### src/design/srt_ram.sv
// ----------------------------------------------------------------------------
// srt_ram
// Generic single-write, single-read RAM with registered read data.
// ----------------------------------------------------------------------------
`default_nettype none

module srt_ram #(
  parameter int WIDTH = 8,
  parameter int DEPTH = 64
) (
  input  logic                     clk,
  input  logic                     we,
  input  logic [$clog2(DEPTH)-1:0] waddr,
  input  logic [WIDTH-1:0]         wdata,
  input  logic                     re,
  input  logic [$clog2(DEPTH)-1:0] raddr,
  output logic [WIDTH-1:0]         rdata
);

  logic [WIDTH-1:0] mem_r [DEPTH];
  logic [WIDTH-1:0] rdata_r;

  always_ff @(posedge clk) begin
    if (we) begin
      mem_r[waddr] <= wdata;
    end
    if (re) begin
      rdata_r <= mem_r[raddr];
    end
  end

  assign rdata = rdata_r;

endmodule

`default_nettype wire

### config.mk
export PLATFORM = sky130hd
export DESIGN_NAME = srt_ram
export DESIGN_NICKNAME = d
export VERILOG_FILES = /design/src/design/srt_ram.sv
export SDC_FILE = /design/constraint.sdc
export NUM_CORES = 1
export LEC_CHECK = 0
export BUFFER_PORTS_ARGS = -buffer_cell sky130_fd_sc_hd__buf_2
export CORE_ASPECT_RATIO = 0.9
export CORE_MARGIN = 8
export CORE_UTILIZATION = 38
export DETAILED_ROUTE_END_ITERATION = 10
export HOLD_SLACK_MARGIN = 0.1
export PLACE_DENSITY = 0.65
export SYNTH_ARGS = -nofsm -noshare
export SYNTH_HDL_FRONTEND = slang
export SYNTH_SLANG_ARGS = --single-unit
### constraint.sdc
create_clock -name clk -period 2.1 [get_ports clk]
set_input_delay 0.21 -clock clk [delete_from_list [all_inputs] [get_ports clk]]
set_output_delay 0.21 -clock clk [all_outputs]
set_load 0.05 [all_outputs]
# Yosys cells after proc, flatten, opt, wreduce, memory -nomap -nowiden
# Memories as Yosys holds them, arrays and structs flattened. A register that Yosys moved wholly into a read port is not among the register bits.
# Index checks and enable logic that the tools add are counted.
# Widths: inputs -> output; s select.
# classes
mux,2
# op_table
op,count
$mux 1,2
# word_totals
regBits,0
ramBits,512
in_bits,23
out_inout_bits,8
wordCells,3
memories,1
# memory_table
name,depth,word_bits,rd,rd_ports_with_merged_regs,wr,line_no,rtl
mem_r,64,8,1,1,1,20,logic [WIDTH-1:0] mem_r [DEPTH];

# Logic depth before layout (Yosys ltp)
# logic_depth
ltp_word,2
depth_mapped,9
mapped_depth_nobuf,5

# Worst setup path after synthesis
# OpenSTA, ideal clock, no wires.
# synth_timing
kind,input to register
start,input raddr[1]
end,"register rdata_r[3] (netlist: rdata[3]) (read register of mem_r), data pin"
setup_time_ns,0.266
t_arrival_ns,1.750
required_time_ns,1.834
path_slack_ns,0.084
stages,7
n_path_buf,3
cell_sequence,buf_4 > buf_2 > buf_2 > mux4_2 > mux4_2 > o21ai_1 > o41ai_1
# synth_lines
element,line_no,rtl
"start, declared",16,"input logic [$clog2(DEPTH)-1:0] raddr,"
"end, declared",21,logic [WIDTH-1:0] rdata_r;

==> results list <==
- The average instance in the mapped netlist occupies 21.5 µm².
* Number of global-route vias before repair: 10.2k
- FF-to-FF setup slack: 80 ps
- Wires add up to 46,300 µm.
* Cells after Synth: 940
- Global routing used 15.0% of the available tracks.
- The multi-input combinational cells in the finished layout cover a total of 4330 µm².
* Vias after detailed routing: 10.3k
- Setup Crit Path Kind: flop to flop
- Clock Latency Late Sink: 590 ps
- Cells with a size suffix above 1 make up 34.3% of the layout.
* Total cell area at the placement stage: 22,400 µm²
* Synth Register Bits: 520
* DR vias/cell: 5.48
* Count of flip-flops with a built-in enable after synthesis: 520
- Worst Skew: 24.7 ps
* Peak supply drop: 0.512 mV
* Capture point of the critical path: rdata[6]
- Setup violations remaining at the end of the flow were counted as 0.
* I/O pin count: 31
- Standard cell core area: 52,900 µm²
- Number of slew-limit violations in the final report: 0
- The floorplan step set the die width to 259 µm.
- Final worst-path setup slack: 82.8 ps
- The net count of the finished layout is 1,157.
* Cells on worst reg2reg path: 5
- Detailed-router iteration count before antenna repair: 5
- Area of the die: 60,900 µm²
- After legalization and detailed placement, the total HPWL measured 30,400 µm.
* Class of the worst hold path: input pin to flop
- Compound-gate portion of the synthesized area: 2.06%
- The H-tree generated during clock tree synthesis spans 2 levels.
* Xor-xnor portion of the synthesized cell area: 0%
* Post-synth net total: 963
- Async set or reset register ratio after synthesis: 0%
- For this run, the number of Yosys warnings is 0.
- Hold violation count in the final report: 0
- Number of fill cells: 4,386
* Remaining number of nets flagged by the antenna check after routing: 0
- The tree is rooted in a sky130_fd_sc_hd__clkbuf_16.
- Reported leakage power: 7.77 nW
- Synthesis instantiated 39 different standard cells from the library.
- Of all nets on the critical path, the largest fanout is 1.
- The area growth from synthesis to layout is 18.6%.
* Share of synthesized cell area in full adder, half adder and majority cells: 0%
- Prevailing post-synth register cell: sky130_fd_sc_hd__edfxtp_1
* Arrival time at the worst endpoint: 2340 ps
- For the pin with the worst max-slew slack, the measured transition is 740 ps.
- Power per Cell Area: 901 nW/µm²
- Netlist area before placement: 20,200 µm²
* Mux cell area share after synthesis: 15.9%
- Vert. Die Dim: 235 µm
* Final RePlAce weighted congestion: 0.819
- The most critical setup path has its startpoint at mem_r[21][6].
- STA puts the critical path data required time at 2430 ps.
- Registers take 15,600 µm².
- Grt ovf: 0
* CTS Buf Count: 50
* Post-route clock period utilization: 96.1%
- The clock passes through at most 3 buffers.
- Hold Crit Start: wdata[5]
* Fmax: 0.496 GHz
- Post-Synth Simple-Gate Area: 3.37%
* TritonCTS clock tree: yes
- Antenna violations before repair: 5
- Setup repair after global routing left no endpoint under its margin.
- Number of maximum-capacitance violations: 0
* Input/output buffers: 30
- STA classifies the critical path endpoint as a flop.
- Post-layout minimum cycle time: 2020 ps
- For this configuration, the core starts out at a cell density of 38.3%.
- Maximum number of pins on one net before global-route repair: 65
* # Post-CTS Setup Buffers: 0
- Routed len/inst: 24.8 µm
- First-pass GRT wire length: 68,500 µm
- After synthesis, the largest family of logic cells by area is multiplexers.
- Residual DRC: 0
* Reg2Reg Capture Point: rdata[6]
* Headroom to the max-slew limit: 50.7%
- In this run, the number of DRC markers left after iteration 0 of detailed routing was 1,129.
- R2R Path Start: mem_r[21][6]
* Post-CTS clock slew at the launch and capture registers of the worst setup and hold paths: 60 ps
* Number of sinks on the clock net: 520
- The worst setup path is launched from a flop.
- Sequential cells were found to cover 77.1% of the synthesized design area.
- Prior to clock tree synthesis, the placed netlist has a worst setup slack of -309 ps.
- Final non-filler cell area: 24,000 µm²
- Result of the run: completed
- # rows: 80
==> cell usage after synthesis (3+ instances only) <==
master	instances	area share, %
sky130_fd_sc_hd__edfxtp_1	520	77
sky130_fd_sc_hd__buf_2	11	0.27
sky130_fd_sc_hd__buf_4	13	0.48
sky130_fd_sc_hd__nand3_1	13	0.32
sky130_fd_sc_hd__nand2_1	19	0.35
sky130_fd_sc_hd__buf_1	4	0.074
sky130_fd_sc_hd__clkbuf_1	17	0.32
sky130_fd_sc_hd__mux4_2	126	14
sky130_fd_sc_hd__o2bb2ai_1	3	0.13
sky130_fd_sc_hd__o22ai_1	8	0.25
sky130_fd_sc_hd__o2111ai_1	3	0.13
sky130_fd_sc_hd__nand2b_1	7	0.22
sky130_fd_sc_hd__a221oi_1	6	0.26
sky130_fd_sc_hd__o221ai_1	8	0.35
sky130_fd_sc_hd__nand3b_1	3	0.11
sky130_fd_sc_hd__a211oi_1	4	0.15
sky130_fd_sc_hd__a21oi_1	3	0.074
sky130_fd_sc_hd__nor3_1	7	0.17
sky130_fd_sc_hd__a22oi_1	3	0.11
sky130_fd_sc_hd__nor2_1	83	1.5
sky130_fd_sc_hd__nor2b_1	14	0.43
sky130_fd_sc_hd__buf_6	4	0.22
sky130_fd_sc_hd__mux2i_1	23	1.1
sky130_fd_sc_hd__mux2_2	13	0.72
==> layout make-up <==
cell class                      instances  area share, %
Timing Repair Buffer                  193           6.63
Sequential cell                       520           65.0
Multi-Input combinational cell        369           18.0
Tap cell                              697           3.63
Clock inverter                         31           1.25
Antenna cell                            2         0.0208
Clock buffer                           58           5.42
==> routing by layer <==
layer  up-vias  global-route usage (%)  routed length (µm)
li1       4332                       -                   -
met1      5428                    22.4               20300
met2       434                    21.9               20900
met3        56                    3.78                4280
met4         4                    3.79                 807
met5         -                       0                  23
==> worst max-delay path: stages (launching register included) <==
cell	delay, ps
sky130_fd_sc_hd__edfxtp_1	370
sky130_fd_sc_hd__mux4_2	490
sky130_fd_sc_hd__mux2_2	280
sky130_fd_sc_hd__o221a_2	280
sky130_fd_sc_hd__nor3_2	220
sky130_fd_sc_hd__o32ai_1	110
==> sequential cells by signal, summed over array words and instances, names as in the netlist <==
name and cells:
rdata 8, mem_r 512
==> layout by cell type (no fill, tap or decap), types with 4 or more instances in the layout <==
cell type	n
sky130_fd_sc_hd__nor2_1	83
sky130_fd_sc_hd__nor3_1	5
sky130_fd_sc_hd__clkinv_1	14
sky130_fd_sc_hd__mux2i_1	23
sky130_fd_sc_hd__clkbuf_16	51
sky130_fd_sc_hd__mux4_2	126
sky130_fd_sc_hd__o22ai_1	8
sky130_fd_sc_hd__clkinv_2	7
sky130_fd_sc_hd__nand2_1	19
sky130_fd_sc_hd__edfxtp_1	520
sky130_fd_sc_hd__mux2_2	13
sky130_fd_sc_hd__o221ai_1	8
sky130_fd_sc_hd__nor2b_1	14
sky130_fd_sc_hd__a221oi_1	6
sky130_fd_sc_hd__clkbuf_1	7
sky130_fd_sc_hd__buf_12	16
sky130_fd_sc_hd__buf_2	27
sky130_fd_sc_hd__buf_4	147
sky130_fd_sc_hd__nand3_1	13
sky130_fd_sc_hd__bufinv_16	6
sky130_fd_sc_hd__a211oi_1	4
sky130_fd_sc_hd__nand2b_1	7
==> metrics by stage <==
| stage | util [%] | TNS [ps] | instances | hold slack [ps] | total power, mW |
|---|---|---|---|---|---|
| floorplan | - | 0 | 940 | 309 | 12.4 |
| global placement | 42.3 | -1870 | 1777 | 598 | 13.0 |
| detailed placement | 42.3 | -1980 | 1777 | 604 | 13.0 |
| CTS | 45.4 | 0 | 1868 | 112 | 21.8 |
| global route | 45.4 | 0 | 1869 | 124 | 22.3 |
| finish | 45.4 | 0 | 1870 | 141 | 21.6 |
==> how the worst min path moves through the flow <==
stage | slack [ps] | end | cells after the start
global route | 120 | mem_r[37][5] | 2
global placement | 600 | rdata[1] | 1
detailed placement | 600 | rdata[1] | 1
floorplan | 310 | mem_r[0][0] | 0
finish | 140 | mem_r[38][5] | 2
CTS | 110 | mem_r[38][5] | 2
==> repair_timing <==
action,in CTS,in global routing
hold buffers,2,0
endpoints found under the hold margin,24,0
endpoints found under the setup margin,1,1
gates resized for setup,1,1
==> where the power goes <==
group / internal [mW] / switching [mW] / total, mW
Sequential: 11.5 / 0.0302 / 11.5
Combinational: 0.517 / 0.727 / 1.24
Clock: 5.15 / 3.70 / 8.85
==> logic make-up after synthesis <==
logic type,count (synthesis)
AND/OR/NAND/NOR,153
flip-flops,520
multiplexers,162
buffers and inverters,51
AO/OA/AOI/OAI,54
Power figures use the tool's default switching activity.
